`src/rtl/vlns_pkg.sv`:
```
package vlns_pkg;

  localparam int DIM_W      = 7;
  localparam int ELEM_W     = 16;
  localparam int POS_W      = 6;
  localparam int VID_W      = 16;
  localparam int SUM_W      = 37;
  localparam int QUOT_W     = 33;
  localparam int ROOT_W     = 17;
  localparam int SREM_W     = 20;
  localparam int STEP_W     = 6;
  localparam int MAX_DIM_DEF  = 64;
  localparam int CAPACITY_DEF = 65536;
  localparam int DIM_RESET  = 64;

  localparam logic [0:0] REG_DIMENSION = 1'b0;
  localparam logic [0:0] REG_NORMALIZE = 1'b1;

  typedef struct packed {
    logic [DIM_W-1:0] count;
    logic [SUM_W-1:0] sum;
    logic             mode;
    logic [VID_W-1:0] vid;
    logic             bank;
  } desc_t;

  typedef enum logic [2:0] {
    B_IDLE,
    B_READ,
    B_DATA,
    B_DIV,
    B_SQRT,
    B_EMIT
  } back_state_t;

endpackage

```
`src/rtl/vlns_ram.sv`:
```
module vlns_ram #(
  parameter int WIDTH = 16,
  parameter int DEPTH = 128
) (
  input  logic                     clk,
  input  logic                     wr_en,
  input  logic [$clog2(DEPTH)-1:0] wr_addr,
  input  logic [WIDTH-1:0]         wr_data,
  input  logic                     rd_en,
  input  logic [$clog2(DEPTH)-1:0] rd_addr,
  output logic [WIDTH-1:0]         rd_data
);

  logic [WIDTH-1:0] mem [DEPTH];

  always_ff @(posedge clk) begin
    if (wr_en) begin
      mem[wr_addr] <= wr_data;
    end
    if (rd_en) begin
      rd_data <= mem[rd_addr];
    end
  end

endmodule

```
`src/rtl/vlns_queue.sv`:
```
module vlns_queue (
  input  logic            clk,
  input  logic            rst_n,
  input  logic            push,
  input  vlns_pkg::desc_t push_desc,
  input  logic            pop,
  output vlns_pkg::desc_t head,
  output logic            full,
  output logic            empty
);

  vlns_pkg::desc_t slot_r [2];
  logic       wr_ptr_r, rd_ptr_r;
  logic [1:0] count_r;

  assign head  = slot_r[rd_ptr_r];
  assign full  = (count_r == 2'd2);
  assign empty = (count_r == 2'd0);

  always_ff @(posedge clk) begin
    if (push) begin
      slot_r[wr_ptr_r] <= push_desc;
    end
  end

  always_ff @(posedge clk) begin
    if (!rst_n) begin
      wr_ptr_r <= 1'b0;
      rd_ptr_r <= 1'b0;
      count_r  <= 2'd0;
    end else begin
      if (push) wr_ptr_r <= ~wr_ptr_r;
      if (pop)  rd_ptr_r <= ~rd_ptr_r;
      count_r <= count_r + 2'(push) - 2'(pop);
    end
  end

endmodule

```
`src/rtl/vlns_front.sv`:
```
module vlns_front #(
  parameter int MAX_DIM  = vlns_pkg::MAX_DIM_DEF,
  parameter int CAPACITY = vlns_pkg::CAPACITY_DEF,
  localparam int IDX_W   = (MAX_DIM > 1) ? $clog2(MAX_DIM) : 1
) (
  input  logic                        clk,
  input  logic                        rst_n,
  input  logic                        cfg_we,
  input  logic [0:0]                  cfg_index,
  input  logic [vlns_pkg::DIM_W-1:0]  cfg_data,
  input  logic                        in_valid,
  input  logic [vlns_pkg::ELEM_W-1:0] in_element,
  output logic                        in_stall,
  input  logic                        q_full,
  output logic                        push,
  output vlns_pkg::desc_t             push_desc,
  output logic                        ram_we,
  output logic [IDX_W:0]              ram_waddr,
  output logic [vlns_pkg::ELEM_W-1:0] ram_wdata
);

  localparam int ID_W = $clog2(CAPACITY);

  logic [vlns_pkg::DIM_W-1:0] dim_r;
  logic                       mode_r;
  logic [vlns_pkg::DIM_W-1:0] cnt_r, cnt_nxt;
  logic [vlns_pkg::SUM_W-1:0] sum_r, sum_nxt;
  logic [ID_W-1:0]            id_r, id_nxt;
  logic                       bank_r, bank_nxt;

  logic                       accept;
  logic [vlns_pkg::DIM_W-1:0] slot, n, eff_dim;
  logic signed [31:0]         sq;
  logic [vlns_pkg::SUM_W-1:0] sum_add;
  logic [31:0]                id_wide;
  logic                       done;

  assign in_stall = q_full;
  assign accept   = in_valid && !q_full;

  always_comb begin
    if (dim_r == '0) begin
      eff_dim = vlns_pkg::DIM_W'(1);
    end else if (32'(dim_r) > MAX_DIM) begin
      eff_dim = vlns_pkg::DIM_W'(MAX_DIM);
    end else begin
      eff_dim = dim_r;
    end
    slot = (32'(cnt_r) >= MAX_DIM) ? vlns_pkg::DIM_W'(MAX_DIM - 1) : cnt_r;
    n    = slot + 1'b1;
    sq   = $signed(in_element) * $signed(in_element);
    sum_add = sum_r + vlns_pkg::SUM_W'(unsigned'(sq));
    done = (n >= eff_dim);
  end

  assign ram_we    = accept;
  assign ram_waddr = {bank_r, slot[IDX_W-1:0]};
  assign ram_wdata = in_element;
  assign push      = accept && done;
  assign id_wide   = 32'(id_r);

  always_comb begin
    push_desc.count = n;
    push_desc.sum   = sum_add;
    push_desc.mode  = mode_r;
    push_desc.vid   = id_wide[vlns_pkg::VID_W-1:0];
    push_desc.bank  = bank_r;
  end

  always_comb begin
    cnt_nxt  = cnt_r;
    sum_nxt  = sum_r;
    id_nxt   = id_r;
    bank_nxt = bank_r;
    if (accept) begin
      if (done) begin
        cnt_nxt  = '0;
        sum_nxt  = '0;
        bank_nxt = ~bank_r;
        id_nxt   = (32'(id_r) == CAPACITY - 1) ? '0 : id_r + 1'b1;
      end else begin
        cnt_nxt = n;
        sum_nxt = sum_add;
      end
    end
  end

  always_ff @(posedge clk) begin
    if (!rst_n) begin
      dim_r  <= vlns_pkg::DIM_W'(vlns_pkg::DIM_RESET);
      mode_r <= 1'b0;
      cnt_r  <= '0;
      sum_r  <= '0;
      id_r   <= '0;
      bank_r <= 1'b0;
    end else begin
      if (cfg_we) begin
        case (cfg_index)
          vlns_pkg::REG_DIMENSION: dim_r  <= cfg_data;
          vlns_pkg::REG_NORMALIZE: mode_r <= cfg_data[0];
          default: ;
        endcase
      end
      cnt_r  <= cnt_nxt;
      sum_r  <= sum_nxt;
      id_r   <= id_nxt;
      bank_r <= bank_nxt;
    end
  end

endmodule

```
`src/rtl/vlns_back.sv`:
```
module vlns_back #(
  parameter int MAX_DIM = vlns_pkg::MAX_DIM_DEF,
  localparam int IDX_W  = (MAX_DIM > 1) ? $clog2(MAX_DIM) : 1
) (
  input  logic                        clk,
  input  logic                        rst_n,
  input  vlns_pkg::desc_t             head,
  input  logic                        empty,
  output logic                        pop,
  output logic                        ram_re,
  output logic [IDX_W:0]              ram_raddr,
  input  logic [vlns_pkg::ELEM_W-1:0] ram_rdata,
  output logic                        out_valid,
  input  logic                        out_stall,
  output logic [vlns_pkg::ELEM_W-1:0] out_value,
  output logic [vlns_pkg::POS_W-1:0]  out_position,
  output logic [vlns_pkg::VID_W-1:0]  out_vector_id,
  output logic                        out_last
);

  vlns_pkg::back_state_t state_r, state_nxt;

  logic [vlns_pkg::DIM_W-1:0]  idx_r;
  logic                        neg_r;
  logic [vlns_pkg::ELEM_W-1:0] res_r;
  logic [vlns_pkg::SUM_W-1:0]  rem_r;
  logic [vlns_pkg::QUOT_W-1:0] num_r, quot_r;
  logic [vlns_pkg::QUOT_W:0]   rad_r;
  logic [vlns_pkg::SREM_W-1:0] srem_r;
  logic [vlns_pkg::ROOT_W-1:0] root_r;
  logic [vlns_pkg::STEP_W-1:0] step_r;
  logic                        out_valid_r;

  logic                        slot_free, is_last, direct, emit;
  logic [vlns_pkg::ELEM_W-1:0] x, mag;
  logic [31:0]                 mag2;
  logic [vlns_pkg::SUM_W:0]    div_sh, div_diff;
  logic [vlns_pkg::SREM_W-1:0] sq_sh, sq_trial;
  logic [vlns_pkg::ROOT_W:0]   q_half;
  logic [vlns_pkg::ROOT_W-1:0] q;
  logic [vlns_pkg::ELEM_W-1:0] res_norm;

  assign x       = ram_rdata;
  assign mag     = x[vlns_pkg::ELEM_W-1] ? -x : x;
  assign mag2    = 32'(mag) * 32'(mag);
  assign direct  = !head.mode || (x == '0) || (head.sum == '0);
  assign is_last = (idx_r + 1'b1 == head.count);
  assign slot_free = !out_valid_r || !out_stall;

  // long division step
  assign div_sh   = {rem_r, num_r[vlns_pkg::QUOT_W-1]};
  assign div_diff = div_sh - {1'b0, head.sum};

  // square root step, two radicand bits a step
  assign sq_sh    = {srem_r[vlns_pkg::SREM_W-3:0], rad_r[vlns_pkg::QUOT_W:vlns_pkg::QUOT_W-1]};
  assign sq_trial = vlns_pkg::SREM_W'({root_r, 2'b01});

  // round half up on the root, capped at one
  always_comb begin
    q_half = ({1'b0, root_r} + 1'b1) >> 1;
    q      = (q_half > 18'd32768) ? 17'd32768 : q_half[vlns_pkg::ROOT_W-1:0];
    if (!neg_r) begin
      res_norm = (q > 17'd32767) ? 16'd32767 : q[vlns_pkg::ELEM_W-1:0];
    end else begin
      res_norm = 16'(17'h10000 - q);
    end
  end

  always_comb begin
    state_nxt = state_r;
    case (state_r)
      vlns_pkg::B_IDLE: if (!empty) state_nxt = vlns_pkg::B_READ;
      vlns_pkg::B_READ: state_nxt = vlns_pkg::B_DATA;
      vlns_pkg::B_DATA: state_nxt = direct ? vlns_pkg::B_EMIT : vlns_pkg::B_DIV;
      vlns_pkg::B_DIV:  if (step_r == '0) state_nxt = vlns_pkg::B_SQRT;
      vlns_pkg::B_SQRT: if (step_r == '0) state_nxt = vlns_pkg::B_EMIT;
      vlns_pkg::B_EMIT: begin
        if (slot_free) state_nxt = is_last ? vlns_pkg::B_IDLE : vlns_pkg::B_READ;
      end
      default: state_nxt = vlns_pkg::B_IDLE;
    endcase
  end

  always_comb begin
    ram_re    = (state_r == vlns_pkg::B_READ);
    ram_raddr = {head.bank, idx_r[IDX_W-1:0]};
    emit      = (state_r == vlns_pkg::B_EMIT) && slot_free;
    pop       = emit && is_last;
  end

  always_ff @(posedge clk) begin
    case (state_r)
      vlns_pkg::B_DATA: begin
        neg_r  <= x[vlns_pkg::ELEM_W-1];
        res_r  <= head.mode ? '0 : x;
        rem_r  <= vlns_pkg::SUM_W'(mag2 >> 1);
        num_r  <= {mag2[0], 32'b0};
        step_r <= direct ? '0 : vlns_pkg::STEP_W'(vlns_pkg::QUOT_W - 1);
      end
      vlns_pkg::B_DIV: begin
        num_r <= num_r << 1;
        if (!div_diff[vlns_pkg::SUM_W]) begin
          rem_r  <= div_diff[vlns_pkg::SUM_W-1:0];
          quot_r <= {quot_r[vlns_pkg::QUOT_W-2:0], 1'b1};
        end else begin
          rem_r  <= div_sh[vlns_pkg::SUM_W-1:0];
          quot_r <= {quot_r[vlns_pkg::QUOT_W-2:0], 1'b0};
        end
        if (step_r == '0) begin
          rad_r  <= {1'b0, (div_diff[vlns_pkg::SUM_W] ? {quot_r[vlns_pkg::QUOT_W-2:0], 1'b0}
                                                      : {quot_r[vlns_pkg::QUOT_W-2:0], 1'b1})};
          srem_r <= '0;
          root_r <= '0;
          step_r <= vlns_pkg::STEP_W'(vlns_pkg::ROOT_W - 1);
        end else begin
          step_r <= step_r - 1'b1;
        end
      end
      vlns_pkg::B_SQRT: begin
        rad_r <= rad_r << 2;
        if (sq_sh >= sq_trial) begin
          srem_r <= sq_sh - sq_trial;
          root_r <= {root_r[vlns_pkg::ROOT_W-2:0], 1'b1};
        end else begin
          srem_r <= sq_sh;
          root_r <= {root_r[vlns_pkg::ROOT_W-2:0], 1'b0};
        end
        // the last step wraps to all ones, marking a scaled result
        step_r <= step_r - 1'b1;
      end
      default: ;
    endcase
    if (state_r == vlns_pkg::B_EMIT && state_nxt == vlns_pkg::B_EMIT && step_r == '1) begin
      res_r <= res_norm;
    end
    if (emit) begin
      out_value     <= (step_r == '1) ? res_norm : res_r;
      out_position  <= idx_r[vlns_pkg::POS_W-1:0];
      out_vector_id <= head.vid;
      out_last      <= is_last;
    end
  end

  always_ff @(posedge clk) begin
    if (!rst_n) begin
      state_r     <= vlns_pkg::B_IDLE;
      idx_r       <= '0;
      out_valid_r <= 1'b0;
    end else begin
      state_r <= state_nxt;
      if (emit) begin
        out_valid_r <= 1'b1;
        idx_r       <= is_last ? '0 : idx_r + 1'b1;
      end else if (!out_stall) begin
        out_valid_r <= 1'b0;
      end
    end
  end

  assign out_valid = out_valid_r;

endmodule

```
`src/rtl/vector_l2_normalize_store_top.sv`:
```
// channel  direction  ports                                          handshake
// config   in         cfg_we cfg_index cfg_data                      write on cfg_we
// element  in         in_element                                     in_valid / in_stall
// result   out        out_value out_position out_vector_id out_last  out_valid / out_stall
//
// loading takes one element per cycle while in_stall is low; a vector is handed to the
// back end once complete; output copy mode: each element passes the read, data and emit
// states; normalize mode adds the bit-serial divider (33 steps) and root unit (17 steps)
// for a nonzero element; two vector banks: the next vector loads while the previous is emitted
// in_stall rises while both banks hold unsent vectors; rst_n is synchronous, active low
module vector_l2_normalize_store_top #(
  parameter int MAX_DIM  = vlns_pkg::MAX_DIM_DEF,
  parameter int CAPACITY = vlns_pkg::CAPACITY_DEF
) (
  input  logic                        clk,
  input  logic                        rst_n,
  input  logic                        cfg_we,
  input  logic [0:0]                  cfg_index,
  input  logic [vlns_pkg::DIM_W-1:0]  cfg_data,
  input  logic                        in_valid,
  output logic                        in_stall,
  input  logic [vlns_pkg::ELEM_W-1:0] in_element,
  output logic                        out_valid,
  input  logic                        out_stall,
  output logic [vlns_pkg::ELEM_W-1:0] out_value,
  output logic [vlns_pkg::POS_W-1:0]  out_position,
  output logic [vlns_pkg::VID_W-1:0]  out_vector_id,
  output logic                        out_last
);

  localparam int IDX_W = (MAX_DIM > 1) ? $clog2(MAX_DIM) : 1;

  logic                        q_full, q_empty, push, pop;
  vlns_pkg::desc_t             push_desc, head;
  logic                        ram_we, ram_re;
  logic [IDX_W:0]              ram_waddr, ram_raddr;
  logic [vlns_pkg::ELEM_W-1:0] ram_wdata, ram_rdata;

  vlns_front #(.MAX_DIM(MAX_DIM), .CAPACITY(CAPACITY)) u_front (
    .clk, .rst_n, .cfg_we, .cfg_index, .cfg_data,
    .in_valid, .in_element, .in_stall,
    .q_full, .push, .push_desc,
    .ram_we, .ram_waddr, .ram_wdata
  );

  vlns_queue u_queue (
    .clk, .rst_n, .push, .push_desc, .pop, .head,
    .full(q_full), .empty(q_empty)
  );

  vlns_ram #(.WIDTH(vlns_pkg::ELEM_W), .DEPTH(2 << IDX_W)) u_ram (
    .clk, .wr_en(ram_we), .wr_addr(ram_waddr), .wr_data(ram_wdata),
    .rd_en(ram_re), .rd_addr(ram_raddr), .rd_data(ram_rdata)
  );

  vlns_back #(.MAX_DIM(MAX_DIM)) u_back (
    .clk, .rst_n, .head, .empty(q_empty), .pop,
    .ram_re, .ram_raddr, .ram_rdata,
    .out_valid, .out_stall, .out_value, .out_position, .out_vector_id, .out_last
  );

endmodule
```
`config.mk`:
```
export PLATFORM = sky130hd
export DESIGN_NAME = vector_l2_normalize_store_top
export DESIGN_NICKNAME = d
export VERILOG_FILES = /design/src/rtl/vlns_pkg.sv /design/src/rtl/vlns_ram.sv /design/src/rtl/vlns_queue.sv /design/src/rtl/vlns_front.sv /design/src/rtl/vlns_back.sv /design/src/rtl/vector_l2_normalize_store_top.sv
export SDC_FILE = /design/constraint.sdc
export NUM_CORES = 2
export LEC_CHECK = 0
export BUFFER_PORTS_ARGS = -buffer_cell sky130_fd_sc_hd__buf_2
export CAP_MARGIN = 5
export CORE_ASPECT_RATIO = 2
export CORE_MARGIN = 3
export CORE_UTILIZATION = 55
export DETAILED_ROUTE_END_ITERATION = 12
export PLACE_DENSITY = 0.71
export SLEW_MARGIN = 20
export SYNTH_ARGS = -nofsm -noshare
export SYNTH_HDL_FRONTEND = slang
export SYNTH_SLANG_ARGS = --single-unit
```
`constraint.sdc`:
```
create_clock -name clk -period 11.7 [get_ports clk]
set_input_delay 2.34 -clock clk [delete_from_list [all_inputs] [get_ports clk]]
set_output_delay 2.34 -clock clk [all_outputs]
set_load 0.02 [all_outputs]
```
### After elaboration in Yosys (flattened, before gate mapping)

Memory sizes are Yosys's and may differ from the RTL's. A register that Yosys moved wholly into a read port is not among the register bits.
Cells that the tools add are included.

| cells by class | value |
|---|---|
| add/sub/neg operators | 12 |
| multipliers | 2 |
| bitwise operators | 4 |
| reduce and logical (&&, ||, !) cells | 27 |
| mux-type cells | 45 |
| eq/ne operators | 12 |
| $lt $le $gt $ge | 6 |

Operators by type and width:

| cell | count |
|---|---|
| $mux 16 | 8 |
| $mux 37 | 2 |
| $pmux 37 s2 | 1 |
| $pmux 34 s2 | 1 |
| $pmux 33 s2 | 1 |
| $mul 16x16->32 | 2 |
| $sub 38x37->38 | 1 |
| $add 37x32->37 | 1 |
| $logic_not 37->1 | 1 |
| $mux 18 | 2 |
| $pmux 18 s2 | 1 |
| $mux 7 | 5 |
| $mux 17 | 2 |
| $mux 34 | 1 |
| $pmux 17 s2 | 1 |
| $ge 20x19->1 | 1 |
| $add 17x1->18 const B | 1 |
| $pmux 3 s6 | 1 |
| $pmux 6 s3 | 1 |
| $sub 18x18->18 | 1 |
| $gt 17x15->1 const B | 1 |
| $gt 17x16->1 const B | 1 |
| $add 16x1->16 const B | 1 |
| $eq 16x16->1 const B | 1 |
| other kinds (31) | 69 |

| word-level totals | value |
|---|---|
| output and inout bits | 41 |
| input bits | 29 |
| memory bits (writable) | 2172 |
| memories kept | 2 |
| flip-flop bits (word level) | 317 |

Memories:

| memory | words | bits a word | read ports | clocked after memory_dff | wr ports | RTL line | source |
|---|---|---|---|---|---|---|---|
| u_ram.mem | 128 | 16 | 1 | 1 | 1 | vlns_ram.sv:14 | `logic [WIDTH-1:0] mem [DEPTH];` |
| u_queue.slot_r | 2 | 62 | 1 | 1 | 1 | vlns_queue.sv:12 | `vlns_pkg::desc_t slot_r [2];` |

### Depth between registers and ports, before layout

| logic depth | value |
|---|---|
| depth in word-level cells | 9 |
| gate-level depth with buffers | 36 |

### By module

A second synthesis with hierarchy kept.

| second synthesis, totals | value |
|---|---|
| cells, all modules | 7062 |
| area, all modules | 117694.1 um^2 |

Modules (own cells, without submodules):

| module | instances | seq. area each (um^2) | cells an instance | area an instance (um^2) |
|---|---|---|---|---|
| vlns_ram | 1 | 61979.4 | 3086 | 78683.0 |
| vlns_back | 1 | 6256.0 | 2171 | 20310.7 |
| vlns_front | 1 | 1381.3 | 1591 | 13696.9 |
| vlns_queue | 1 | 3823.7 | 214 | 5003.5 |

### Worst setup path after synthesis

No wires, ideal clock.

| timing | value |
|---|---|
| path kind | in2reg |
| start | input port in_element[1] (netlist name) |
| end | memory u_queue.slot_r[0][54] (netlist name) (data pin) |
| data required time | 11433 ps |
| setup time | 267 ps |
| slack | 1530 ps |
| stages on the path | 35 |
| data arrival time | 9903 ps |
| cell sequence | clkbuf_1 -> clkbuf_1 -> and2_1 -> fa_1 -> inv_1 -> fa_1 -> fa_1 -> inv_1 -> fa_1 -> fa_1 -> inv_1 -> fa_1 -> inv_1 -> ha_1 -> a21o_1 -> a31o_2 -> a41oi_1 -> a21oi_1 -> a31oi_1 -> o221a_2 -> o21bai_1 -> xor2_1 -> ha_1 -> clkbuf_1 -> a21o_1 -> a21o_1 -> a221oi_1 -> o21ai_0 -> o21ai_1 -> o2111ai_1 -> nand2_1 -> o21a_1 -> clkbuf_1 -> nor2_1 -> xor2_1 |

RTL lines:

| what | RTL line | source |
|---|---|---|
| from (decl) | vector_l2_normalize_store_top.sv:22 | `input logic [vlns_pkg::ELEM_W-1:0] in_element,` |
| to (decl) | vlns_queue.sv:12 |  |

==> results.cfg <==
[logic_synthesis]
ys_seq_area_frac = 0.6286
synth_cells = 6979
synth_area_um2 = 116800
synth_area_leaders = edfxtp_1, mux4_2, fa_1
netlist-cell-type-count = 94
synth-main-ff-cell = edfxtp_1
yosysTopAreaCell = edfxtp_1
yosysMostFrequentCell = edfxtp_1
yosysTopAreaCellShare = 0.6140
synth_warnings = 0
async_flop_share = 0
synth_area_per_cell_um2 = 16.74
synth_edf_count = 2389
ys_ff_latch = 2474
ys_top_cells_by_count = edfxtp_1, mux4_2, inv_1

[layout]
fin_util = 0.6075
drive_gt1_frac = 0.1831
areaGrowthSynthToFinish_pct = 9.635
layout.nets = 7912

[floorplan]
die_w_um = 331.9
die_h_um = 657.8
ios = 70
start_util = 0.5542
core_um2 = 210800
dieArea_um2 = 218300
rows = 238

[clock_tree]
cts_sinks = 2474
cts_resized = 0
root_buffer = clkbuf_16
cts_buffer_depth = 4
ctsHoldBuffers = 0
insertion_delay_ns = 0.87
cts_tree = built
clkTransAtPathRegs_ns = 0.07
cts_max_level = 4
numCtsBuffers = 203
cts_setup_buffers = 0

[timing]
rsz0062_at_grt = false
fin_crit_ns = 10.26
relSlewSlack = 0.2160
clock_skew_ns = 0.09652
hold_viol_final = 0
worst_pin_slew_ns = 1.172
fin_ws_ns = 1.438
fmax_ghz = 0.09745
fin_tns_setup_ns = 0
slew_violations = 0
setup_viol = 0
fin_crit_sh = 0.8771

[critical_path]
endpoint_kind = flop
slowest_delay_ns = 0.76
cp-start-kind = input port
critPathMaxFanout = 100
required_ns = 12.24
arrival_ns = 10.80
worst_path_max_delay_cell = buf_4
setup.worst_path.class = in -> reg
crit_top_cell = fa_1

[placed_design]
gp_congestion = 0.9182
port_buffers = 69
dp_hpwl_mm = 190.4
dpl_worst_slack_ns = 0.5770

[routing]
postRouteAntennaNets = 0
drt_iter0_drc = 5889
drc = 0
drt-total-wl_mm = 285.7
first_pass_iters = 6
via_per_inst = 6.196
vias = 62693
post_drt_wl_per_cell_um = 28.24

[outcome]
status = complete, no violations

[grt]
grt_pass1_wl_mm = 426.9
grt_pass1_vias = 66494
grt_max_degree = 147
grt_usage = 0.2646
grt_overflow = 0
antenna_found_initial = 8

[flow_run]
maxCapViolCount = 0

[worst_hold_path]
hp-class = reg -> reg
-- sequential cells by signal (all words and copies together) (netlist names), 16 cells and up, named ones only --
| name | flops |
|---|---|
| u_back.rem_r | 37 |
| u_front.id_r | 16 |
| u_ram.mem | 2048 |
| u_back.out_vector_id | 16 |
| u_back.rad_r | 34 |
| u_back.out_value | 16 |
| u_back.quot_r | 32 |
| u_back.res_r | 16 |
| u_queue.slot_r | 124 |
| u_back.srem_r | 18 |
| u_front.sum_r | 37 |
| u_back.root_r | 17 |
| u_ram.rd_data | 16 |
-- placed cells by master, fill, tap and decap left out, drive strengths merged, types with 18 or more instances in the layout --
cell    synthesis  routed
edfxtp       2389    2389
mux4          672     672
inv           630     640
nand2         442     442
nor2          410     410
fa            402     402
buf           107     296
ha            285     285
clkbuf        187     247
a21oi         168     168
xnor2         153     153
o21ai         129     129
mux2i         106     106
dfxtp          85      85
nand3          79      79
clkinv          8      75
xor2           66      66
a21o           64      64
and2           58      58
nor3           48      48
nor2b          44      44
mux2           36      36
nand2b         31      31
a21boi         30      30
nand4          30      30
bufinv          0      29
o21a           25      25
a31oi          22      22
nor4           21      21
o31ai          19      19
o21bai         18      18
and3           18      18
a211oi         18      18
-- layout make-up --
type,count,area (um2)
fill,15146,82740
sequential,2474,73460
timing repair buffer,296,2268
clock buffer,247,5291
tap,2760,3453
clock inverter,117,1354
inverter,638,2395
antenna,4,10.01
multi-input combinational,3583,39860
-- worst max-delay path, delay by kind of cell --
| kind | cells | cell delay [ns] |
|---|---|---|
| fa+ha+maj | 8 | 3.69 |
| compound gates | 10 | 2.04 |
| buf+inv | 5 | 1.28 |
| simple gates | 5 | 1.17 |
| xor+xnor | 2 | 0.22 |
-- stage by stage --
stage	instances	cell area, um2	hold slack, ns
final	10119	128100	0.4438
after global placement	9746	121300	0.4368
after global routing	10116	128100	0.4497
after CTS	10110	127900	0.4444
after floorplan	6989	116900	0.4064
after detailed placement	9746	121300	0.4352
-- path summary, 6_finish.rpt --
check | startpoint | to | slack [ns] | depth (start not counted)
worst min-delay path | u_back.quot_r[4]$_DFFE_PP_ | u_back.quot_r[5]$_DFFE_PP_ | 0.44 | 0
worst max-delay path | in_element[7] | u_queue.slot_r[1][53]$_DFFE_PP_ | 1.44 | 30
worst min register to register | u_back.quot_r[4]$_DFFE_PP_ | u_back.quot_r[5]$_DFFE_PP_ | 0.44 | 0
worst max register to register | u_ram.rd_data[0]$_DFFE_PP_ | u_back.rem_r[30]$_DFFE_PP_ | 2.17 | 28
-- layer usage --
layer / global-route usage / routed length [um] / vias to the layer above
met5: 0 / 27 / -
met4: 0.1573 / 20230 / 4
met3: 0.03180 / 16090 / 763
met2: 0.4841 / 154200 / 2439
met1: 0.2963 / 95230 / 32742
li1: - / - / 26745
-- kinds of logic after synthesis --
family / count (synthesis) / synth area share
xor gates and xnor gates: 219 / 0.01648
muxes: 814 / 0.1421
AOI/OAI and AO/OA: 606 / 0.03356
and+or+nand+nor: 1245 / 0.04858
buffers and inverters: 932 / 0.03123
adders and majority gates: 687 / 0.09940
other: 2 / 0.00006428
DFF: 2474 / 0.6286
Power is not shown: default switching activity piles up to over one toggle a cycle in this logic, so the estimate is an artifact.
